--- src/design/ttr_pkg.sv ---
// ----------------------------------------------------------------------------
// ttr_pkg: shared types and constants of the task table
// Payload structs, operation and status codes, and the command and status
// groups that pass between the controller and the datapath.
// ----------------------------------------------------------------------------
`default_nettype none

package ttr_pkg;

   localparam int ADDR_W  = 16;
   localparam int CTR_W   = 16;
   localparam int ENTRY_W = ADDR_W + CTR_W;

   localparam logic [CTR_W-1:0]  CTR_STOPPED = 16'hFFFF;
   localparam logic [CTR_W-1:0]  CTR_CLEARED = 16'h0000;
   localparam logic [ADDR_W-1:0] KEY_APPEND  = 16'h0000;

   typedef enum logic [1:0] {
      MODE_REPLACE = 2'd0,
      MODE_REMOVE  = 2'd1,
      MODE_STOP    = 2'd2
   } ttr_mode_type;

   typedef enum logic [1:0] {
      ST_OK        = 2'd0,
      ST_NOT_FOUND = 2'd1,
      ST_FULL      = 2'd2
   } ttr_status_type;

   // Source of a table write.
   typedef enum logic [1:0] {
      WR_APPEND  = 2'd0,
      WR_REPLACE = 2'd1,
      WR_STOP    = 2'd2,
      WR_SHIFT   = 2'd3
   } ttr_wsel_type;

   typedef struct packed {
      logic [1:0]        mode;
      logic [ADDR_W-1:0] key_address;
      logic [ADDR_W-1:0] new_address;
   } ttr_req_type;

   typedef struct packed {
      logic [1:0] status;
      logic [4:0] position;
      logic [5:0] entry_count;
   } ttr_rsp_type;

   typedef struct packed {
      logic           load;
      logic           scan_init;
      logic           scan_inc;
      logic           rd_en;
      logic           rd_next;
      logic           wr_en;
      ttr_wsel_type   wsel;
      logic           size_inc;
      logic           size_dec;
      logic           pos_scan;
      logic           pos_size;
      logic           set_status;
      ttr_status_type status;
   } ttr_cmd_type;

   typedef struct packed {
      logic       append;
      logic       full;
      logic       bad_mode;
      logic       scan_end;
      logic       match;
      logic [1:0] mode;
   } ttr_sts_type;

endpackage

`default_nettype wire

--- src/design/task_table_replace_remove_stop.sv ---
// ----------------------------------------------------------------------------
// task_table_replace_remove_stop: task table with replace, remove and stop
// Searches the user entries of a task table by address and edits them.
// ----------------------------------------------------------------------------
// Usage:
// A command (mode, key_address, new_address) enters on the req_ channel and
// exactly one result (status, position, entry_count) leaves on the rsp_
// channel. Both use valid/ready; a transfer happens when both are high.
// One command is handled at a time: req_ready is high only while the block
// is idle, and it returns in the cycle after the result transfer.
// An append, a full table or an unused mode goes from decode straight to the
// result. A search reads and compares the user entries in turn until one
// matches or none is left, and a removal then moves each later entry down
// by one. The entry memory has a registered read and is never read and
// written together, so each entry checked costs a read step and a compare
// step, and each entry moved costs a read step and a write step.
// Reset sets the entry count to SYS_TASKS; the entry memory is not cleared.
// A stalled receiver holds the result in its register and blocks new input.
// ----------------------------------------------------------------------------
`default_nettype none

module task_table_replace_remove_stop #(
   parameter int MAX_TASKS = 32,
   parameter int SYS_TASKS = 2
) (
   input  wire logic                 clock,
   input  wire logic                 reset,
   input  wire logic                 req_valid,
   output logic                      req_ready,
   input  wire ttr_pkg::ttr_req_type req_data,
   output logic                      rsp_valid,
   input  wire logic                 rsp_ready,
   output ttr_pkg::ttr_rsp_type      rsp_data
);
   import ttr_pkg::*;

   ttr_cmd_type cmd;
   ttr_sts_type sts;

   ttr_ctrl u_ctrl (
      .clock     (clock),
      .reset     (reset),
      .req_valid (req_valid),
      .req_ready (req_ready),
      .rsp_valid (rsp_valid),
      .rsp_ready (rsp_ready),
      .sts       (sts),
      .cmd       (cmd)
   );

   ttr_datapath #(
      .MAX_TASKS (MAX_TASKS),
      .SYS_TASKS (SYS_TASKS)
   ) u_datapath (
      .clock    (clock),
      .reset    (reset),
      .req_data (req_data),
      .cmd      (cmd),
      .sts      (sts),
      .rsp_data (rsp_data)
   );

endmodule

`default_nettype wire

--- src/design/ttr_datapath.sv ---
// ----------------------------------------------------------------------------
// ttr_datapath: task table storage and scan datapath
// Holds the entry memory, the entry count, the scan index, the captured
// command and the result registers. Acts on commands from the controller.
// ----------------------------------------------------------------------------
`default_nettype none

module ttr_datapath #(
   parameter int MAX_TASKS = 32,
   parameter int SYS_TASKS = 2
) (
   input  wire logic                 clock,
   input  wire logic                 reset,
   input  wire ttr_pkg::ttr_req_type req_data,
   input  wire ttr_pkg::ttr_cmd_type cmd,
   output ttr_pkg::ttr_sts_type      sts,
   output ttr_pkg::ttr_rsp_type      rsp_data
);
   import ttr_pkg::*;

   localparam int SLOTS = MAX_TASKS + SYS_TASKS;
   localparam int IDX_W = (SLOTS > 1) ? $clog2(SLOTS) : 1;
   localparam int CNT_W = $clog2(SLOTS + 1);

   logic [ENTRY_W-1:0] mem [SLOTS];
   logic [ENTRY_W-1:0] rdata_ff;
   ttr_req_type        req_ff;
   logic [CNT_W-1:0]   size_ff;
   logic [CNT_W-1:0]   size_in;
   logic [CNT_W-1:0]   scan_ff;
   logic [CNT_W-1:0]   scan_nxt;
   logic [IDX_W-1:0]   raddr;
   logic [IDX_W-1:0]   waddr;
   logic [ENTRY_W-1:0] wdata;
   logic [1:0]         status_ff;
   logic [4:0]         pos_ff;

   assign scan_nxt = scan_ff + CNT_W'(1);
   assign raddr    = cmd.rd_next ? scan_nxt[IDX_W-1:0] : scan_ff[IDX_W-1:0];
   assign waddr    = (cmd.wsel == WR_APPEND) ? size_ff[IDX_W-1:0] : scan_ff[IDX_W-1:0];

   always_comb begin
      case (cmd.wsel)
         WR_APPEND:  wdata = {req_ff.new_address, CTR_CLEARED};
         WR_REPLACE: wdata = {req_ff.new_address, CTR_CLEARED};
         WR_STOP:    wdata = {rdata_ff[ENTRY_W-1:CTR_W], CTR_STOPPED};
         WR_SHIFT:   wdata = rdata_ff;
         default:    wdata = rdata_ff;
      endcase
   end

   always_comb begin
      size_in = size_ff;
      if (cmd.size_inc) begin
         size_in = size_ff + CNT_W'(1);
      end else if (cmd.size_dec) begin
         size_in = size_ff - CNT_W'(1);
      end
   end

   always_ff @(posedge clock) begin
      if (cmd.wr_en) begin
         mem[waddr] <= wdata;
      end
      if (cmd.rd_en) begin
         rdata_ff <= mem[raddr];
      end
   end

   always_ff @(posedge clock) begin
      if (reset) begin
         size_ff <= CNT_W'(SYS_TASKS);
      end else begin
         size_ff <= size_in;
      end
   end

   always_ff @(posedge clock) begin
      if (cmd.load) begin
         req_ff <= req_data;
      end
      if (cmd.scan_init) begin
         scan_ff <= CNT_W'(SYS_TASKS);
      end else if (cmd.scan_inc) begin
         scan_ff <= scan_nxt;
      end
      if (cmd.load) begin
         status_ff <= ST_OK;
         pos_ff    <= 5'd0;
      end else begin
         if (cmd.set_status) begin
            status_ff <= cmd.status;
         end
         if (cmd.pos_scan) begin
            pos_ff <= 5'(scan_ff);
         end else if (cmd.pos_size) begin
            pos_ff <= 5'(size_ff);
         end
      end
   end

   assign sts.append   = (req_ff.mode == MODE_REPLACE) && (req_ff.key_address == KEY_APPEND);
   assign sts.full     = (size_ff >= CNT_W'(MAX_TASKS));
   assign sts.bad_mode = (req_ff.mode != MODE_REPLACE) && (req_ff.mode != MODE_REMOVE) &&
                         (req_ff.mode != MODE_STOP);
   assign sts.scan_end = (scan_ff >= size_ff);
   assign sts.match    = (rdata_ff[ENTRY_W-1:CTR_W] == req_ff.key_address);
   assign sts.mode     = req_ff.mode;

   assign rsp_data.status      = status_ff;
   assign rsp_data.position    = pos_ff;
   assign rsp_data.entry_count = 6'(size_ff);

endmodule

`default_nettype wire

--- src/design/ttr_ctrl.sv ---
// ----------------------------------------------------------------------------
// ttr_ctrl: task table command sequencer
// Decodes a command, steps the search one entry per read and compare pair,
// runs the shift after a removal and holds the result until it is taken.
// ----------------------------------------------------------------------------
`default_nettype none

module ttr_ctrl (
   input  wire logic                 clock,
   input  wire logic                 reset,
   input  wire logic                 req_valid,
   output logic                      req_ready,
   output logic                      rsp_valid,
   input  wire logic                 rsp_ready,
   input  wire ttr_pkg::ttr_sts_type sts,
   output ttr_pkg::ttr_cmd_type      cmd
);
   import ttr_pkg::*;

   typedef enum logic [2:0] {
      S_IDLE,
      S_DECODE,
      S_RD,
      S_CMP,
      S_SH_RD,
      S_SH_WR,
      S_RSP
   } state_type;

   state_type state_ff;
   state_type state_in;
   logic      req_ready_ff;
   logic      rsp_valid_ff;

   assign req_ready = req_ready_ff;
   assign rsp_valid = rsp_valid_ff;

   always_comb begin
      state_in = state_ff;
      cmd      = '0;
      case (state_ff)
         S_IDLE: begin
            if (req_valid) begin
               cmd.load = 1'b1;
               state_in = S_DECODE;
            end
         end
         S_DECODE: begin
            if (sts.append) begin
               if (sts.full) begin
                  cmd.set_status = 1'b1;
                  cmd.status     = ST_FULL;
               end else begin
                  cmd.wr_en    = 1'b1;
                  cmd.wsel     = WR_APPEND;
                  cmd.pos_size = 1'b1;
                  cmd.size_inc = 1'b1;
               end
               state_in = S_RSP;
            end else if (sts.bad_mode) begin
               cmd.set_status = 1'b1;
               cmd.status     = ST_NOT_FOUND;
               state_in       = S_RSP;
            end else begin
               cmd.scan_init = 1'b1;
               state_in      = S_RD;
            end
         end
         S_RD: begin
            if (sts.scan_end) begin
               cmd.set_status = 1'b1;
               cmd.status     = ST_NOT_FOUND;
               state_in       = S_RSP;
            end else begin
               cmd.rd_en = 1'b1;
               state_in  = S_CMP;
            end
         end
         S_CMP: begin
            if (sts.match) begin
               cmd.pos_scan = 1'b1;
               case (sts.mode)
                  MODE_REPLACE: begin
                     cmd.wr_en = 1'b1;
                     cmd.wsel  = WR_REPLACE;
                     state_in  = S_RSP;
                  end
                  MODE_REMOVE: begin
                     cmd.size_dec = 1'b1;
                     state_in     = S_SH_RD;
                  end
                  default: begin
                     cmd.wr_en = 1'b1;
                     cmd.wsel  = WR_STOP;
                     state_in  = S_RSP;
                  end
               endcase
            end else begin
               cmd.scan_inc = 1'b1;
               state_in     = S_RD;
            end
         end
         S_SH_RD: begin
            // The count is already reduced, so the scan index below it has a
            // successor to pull down.
            if (sts.scan_end) begin
               state_in = S_RSP;
            end else begin
               cmd.rd_en   = 1'b1;
               cmd.rd_next = 1'b1;
               state_in    = S_SH_WR;
            end
         end
         S_SH_WR: begin
            cmd.wr_en    = 1'b1;
            cmd.wsel     = WR_SHIFT;
            cmd.scan_inc = 1'b1;
            state_in     = S_SH_RD;
         end
         S_RSP: begin
            if (rsp_ready) begin
               state_in = S_IDLE;
            end
         end
         default: begin
            state_in = S_IDLE;
         end
      endcase
   end

   always_ff @(posedge clock) begin
      if (reset) begin
         state_ff     <= S_IDLE;
         req_ready_ff <= 1'b1;
         rsp_valid_ff <= 1'b0;
      end else begin
         state_ff     <= state_in;
         req_ready_ff <= (state_in == S_IDLE);
         rsp_valid_ff <= (state_in == S_RSP);
      end
   end

endmodule

`default_nettype wire

--- config.mk ---
export PLATFORM = sky130hd
export DESIGN_NAME = task_table_replace_remove_stop
export DESIGN_NICKNAME = d
export VERILOG_FILES = /design/src/design/ttr_pkg.sv /design/src/design/task_table_replace_remove_stop.sv /design/src/design/ttr_datapath.sv /design/src/design/ttr_ctrl.sv
export SDC_FILE = /design/constraint.sdc
export NUM_CORES = 1
export LEC_CHECK = 0
export BUFFER_PORTS_ARGS = -buffer_cell sky130_fd_sc_hd__buf_2
export CAP_MARGIN = 25
export CORE_MARGIN = 2
export CORE_UTILIZATION = 45
export DETAILED_ROUTE_END_ITERATION = 12
export PLACE_DENSITY = 0.59
export SKIP_LAST_GASP = 1
export SLEW_MARGIN = 10
export SYNTH_ARGS = -nofsm -noshare
export SYNTH_HDL_FRONTEND = slang
export SYNTH_SLANG_ARGS = --single-unit
export TNS_END_PERCENT = 50
--- constraint.sdc ---
create_clock -name clock -period 17 [get_ports clock]
set_input_delay 1.7 -clock clock [delete_from_list [all_inputs] [get_ports clock]]
set_output_delay 1.7 -clock clock [all_outputs]
set_load 0.005 [all_outputs]
==> impl_metrics.env <==
export IMPL_outcome="completed"
export IMPL_global_route_peak_usage_layer="met2"
export IMPL_use_met1=0.3877
export IMPL_design_die_area_um2=64520
export IMPL_setup_viol_count_final=0
export IMPL_detail_route_iter0_violations=3194
export IMPL_first_pass_grt_wire_length_mm=129.1
export IMPL_synthCells=2164
export IMPL_cap_violations=0
export IMPL_async_reset_ff_frac=0
export IMPL_fmaxAchievable_ghz=0.1668
export IMPL_track_usage=0.2740
export IMPL_placement_cell_area_um2=29390
export IMPL_maxSlewHeadroom=0.2469
export IMPL_drt_pre_antenna_iters=7
export IMPL_clock_sinks=618
export IMPL_num_vias=20350
export IMPL_postCtsHoldBufs=0
export IMPL_post_drt_via_cell_ratio=6.682
export IMPL_worst_setup_path_start_kind="flop"
export IMPL_count_of_instances_resized_after_the_clock_tree_is_built=0
export IMPL_grt_setup_unrepaired="no"
export IMPL_crit_path_max_incr_delay_ns=0.86
export IMPL_setup_buffers_after_cts=0
export IMPL_wl_mm=88.61
export IMPL_cellPowerDensity_nw_per_um2=153.4
export IMPL_drtAntennaViolNets=0
export IMPL_layout_cell_area_non_filler_um2=31410
export IMPL_worst_slew_pin_transition_ns=1.130
export IMPL_clk_pin_slew_worst_paths_ns=0.06
export IMPL_synthToLayoutAreaGrowth_pct=11.69
export IMPL_report_final_slew_viol_count=0
export IMPL_post_synth_num_cell_types=80
export IMPL_timing_critical_path_max_delay_family="buffers and inverters"
export IMPL_synth_top_area_cell="edfxtp_1"
export IMPL_cp_cell_sequence="clkinv_2, ha_1, nand2b_1, a21o_1, a21oi_4, buf_4, buf_4, nand4_1, xor2_1, buf_4, nand2_1, a31oi_1, or3_1"
export IMPL_synth_seq_area_share=0.6512
export IMPL_clk_latency_ns=0.61
export IMPL_totalNegativeSetupSlack_ns=0
export IMPL_timing_final_hold_violations=0
export IMPL_cell_types_with_the_largest_area_share_after_synthesis="edfxtp_1 63%, o32ai_1 5.2%, nor2_1 2.8%"
export IMPL_timing_final_crit_period_ns=5.994
export IMPL_final_layout_size_suffix_gt1_frac=0.1405
export IMPL_ys_warnings_count=0
export IMPL_synthesis_area_per_instance_um2=13.00
export IMPL_initial_core_utilization=0.4558
export IMPL_static_leakage_power_nw=9.660
export IMPL_core_um2=61710
export IMPL_cts_htree_levels=3
export IMPL_cp_max_fo=59
export IMPL_initial_antenna_violation_count=3
export IMPL_numPortBuffers=52
export IMPL_timing_worst_setup_path_type="flop to flop"
export IMPL_die_x_um=254.0
export IMPL_hold_path_class="flop to flop"
export IMPL_fin_crit_sh=0.3526
export IMPL_grtUsageMet3=0.04947
export IMPL_ports_placed_on_the_boundary=53
export IMPL_detail_route_wl_per_cell_um=29.09
export IMPL_netlist_area_um2=28130
export IMPL_fp_row_count=91
export IMPL_max_vdd_ir_drop_mv=0.08446
export IMPL_die_y_um=254.0
export IMPL_clock_tree_root_cell="clkbuf_16"
export IMPL_timing_critical_path_required_ns=17.36
export IMPL_critPathArrivalTime_ns=6.35
export IMPL_critical_path_most_common_cell="buf_4"
export IMPL_grt_pass1_vias=18960
export IMPL_numCtsBuffers=66
export IMPL_fin_worst_skew_ns=0.03231
export IMPL_final_nets=2210
export IMPL_path_buf_inv=4
export IMPL_synth_edf_count=594
export IMPL_cts_max_path_buffers=3
export IMPL_gr_usage_met2=0.4208
export IMPL_cts_tree="yes"
export IMPL_synth_net_count=2214
export IMPL_n_fill_cell=5213
export IMPL_timing_critical_path_to_type="flop"
export IMPL_timing_critical_path_slowest_stage_cell="clkinv_2"
export IMPL_final_hold_worst_slack_ns=0.4491
export IMPL_synth_ff_latch_count=618
export IMPL_fin_total_pwr_w=0.004818
export IMPL_congestion_overflow_gr=0
export IMPL_gp_congestion=0.8882
export IMPL_grt_start_max_net_pins=191
export IMPL_synth_top_flop_cell="edfxtp_1"
export IMPL_dp_hpwl_mm=53.68
export IMPL_drc=0
export IMPL_synth_largest_type_area_fraction=0.6342
-- cell type report --
type | count | area [um^2] | share of cell area
Clock buffer | 84 | 1783 | 0.05676
Clock inverter | 30 | 231.5 | 0.007368
Tap cell | 837 | 1047 | 0.03334
Inverter | 11 | 42.54 | 0.001354
Antenna cell | 3 | 7.507 | 0.0002390
Timing Repair Buffer | 120 | 812.0 | 0.02585
Sequential cell | 618 | 18330 | 0.5833
Multi-Input combinational cell | 1343 | 9165 | 0.2918
-- worst reg2reg max path: stages (launching register included) --
cell,delay [ns]
dfxtp_4,0.69
clkinv_2,0.89
ha_1,0.68
nand2b_1,0.17
a21o_1,0.28
a21oi_4,0.19
buf_4,0.44
buf_4,0.54
nand4_1,0.20
xor2_1,0.17
buf_4,0.22
nand2_1,0.53
a31oi_1,0.30
or3_1,0.44
-- worst paths after layout --
path	depth (start not counted)	from	slack (ns)	endpoint
worst min-delay path	2	u_datapath.status_ff[0]$_SDFFE_PP0P_	0.45	u_datapath.status_ff[0]$_SDFFE_PP0P_
worst max-delay path	13	u_datapath.scan_ff[0]$_SDFFE_PP0P_	11.01	u_datapath.rdata_ff[29]$_DFFE_PP_
worst min register to register	2	u_datapath.status_ff[0]$_SDFFE_PP0P_	0.45	u_datapath.status_ff[0]$_SDFFE_PP0P_
worst max register to register	13	u_datapath.scan_ff[0]$_SDFFE_PP0P_	11.01	u_datapath.rdata_ff[29]$_DFFE_PP_
-- layer usage --
metal | wire length (um) | vias to the layer above
met5 | 0 | -
met4 | 3497 | 0
met3 | 8904 | 200
met2 | 40120 | 1157
met1 | 36090 | 10250
li1 | - | 8750
-- cells by family after synthesis --
family | synth area share
AOI/OAI and AO/OA | 0.1728
DFF | 0.6512
and+or+nand+nor | 0.1008
buffers and inverters | 0.03012
muxes | 0.03007
xor gates and xnor gates | 0.009342
adders and majority gates | 0.005605
-- Yosys cell counts, types with 5 or more instances --
| library cell | count |
|---|---|
| edfxtp_1 | 594 |
| nor2_1 | 211 |
| o32ai_1 | 167 |
| o21ai_0 | 137 |
| clkbuf_1 | 126 |
| nor3_1 | 113 |
| nand2_1 | 78 |
| o22ai_1 | 62 |
| a31oi_1 | 53 |
| mux2i_1 | 47 |
| nor2b_1 | 39 |
| o211ai_1 | 33 |
| buf_2 | 32 |
| a2111oi_0 | 30 |
| a21oi_1 | 28 |
| xor2_1 | 26 |
| buf_1 | 24 |
| dfxtp_1 | 24 |
| mux2_2 | 22 |
| nand4_1 | 21 |
| nor4_1 | 20 |
| a41oi_1 | 17 |
| o21a_1 | 17 |
| o22a_1 | 17 |
| o2111ai_1 | 16 |
| or3_1 | 16 |
| a22oi_1 | 14 |
| and4_1 | 14 |
| or4b_1 | 13 |
| o221a_1 | 12 |
| a211oi_1 | 11 |
| ha_1 | 11 |
| inv_1 | 11 |
| nand3_1 | 9 |
| o221a_2 | 8 |
| buf_4 | 7 |
| nand2b_1 | 6 |
| a21o_1 | 5 |
| mux4_2 | 5 |
| o221ai_1 | 5 |
-- report_power, final --
| group | switching (W) | total (W) | leakage (nW) | internal (W) |
|---|---|---|---|---|
| Sequential | 0.0000766 | 0.00191 | 5.55 | 0.00184 |
| Clock | 0.000583 | 0.00137 | 0.973 | 0.000786 |
| Combinational | 0.00110 | 0.00153 | 3.14 | 0.000436 |
| Total | 0.00176 | 0.00482 | 9.66 | 0.00306 |
-- flip-flops by register name, summed over array words and instances (netlist names), 2 cells and up --
signal                count
u_ctrl.state_ff           3
u_datapath.mem          544
u_datapath.pos_ff         5
u_datapath.rdata_ff      16
u_datapath.req_ff        32
u_datapath.scan_ff        6
u_datapath.size_ff        6
u_datapath.status_ff      2
u_datapath.sts            2
-- through the flow --
| stage | setup slack [ns] | util | instances |
|---|---|---|---|
| after floorplan | 10.37 | - | 2164 |
| after global placement | 11.21 | 0.4755 | 2926 |
| after detailed placement | 11.09 | 0.4763 | 2929 |
| after CTS | 11.09 | 0.5089 | 3043 |
| after global routing | 10.70 | 0.5089 | 3043 |
| final | 11.01 | 0.5090 | 3046 |
-- placed cells by master (no fill, tap or decap), types with 11 or more instances in the layout --
cell type / n
o32ai_1: 167
buf_4: 64
a2111oi_0: 30
dfxtp_1: 22
and4_1: 14
xor2_1: 26
o221a_1: 12
a31oi_1: 51
nand4_1: 21
nor2b_1: 39
o211ai_1: 33
nand2_1: 78
o21a_1: 17
clkbuf_16: 69
o21ai_0: 136
o22a_1: 17
nor2_1: 211
a41oi_1: 17
or4b_1: 13
o22ai_1: 62
nor3_2: 13
a21oi_1: 28
a22oi_1: 14
clkinv_1: 11
edfxtp_1: 594
or3_1: 16
nor3_1: 101
mux2i_1: 47
o2111ai_1: 16
buf_2: 52
mux2_2: 22
nor4_2: 12
clkbuf_1: 15
Note: power is estimated with default switching activity, not from simulation.
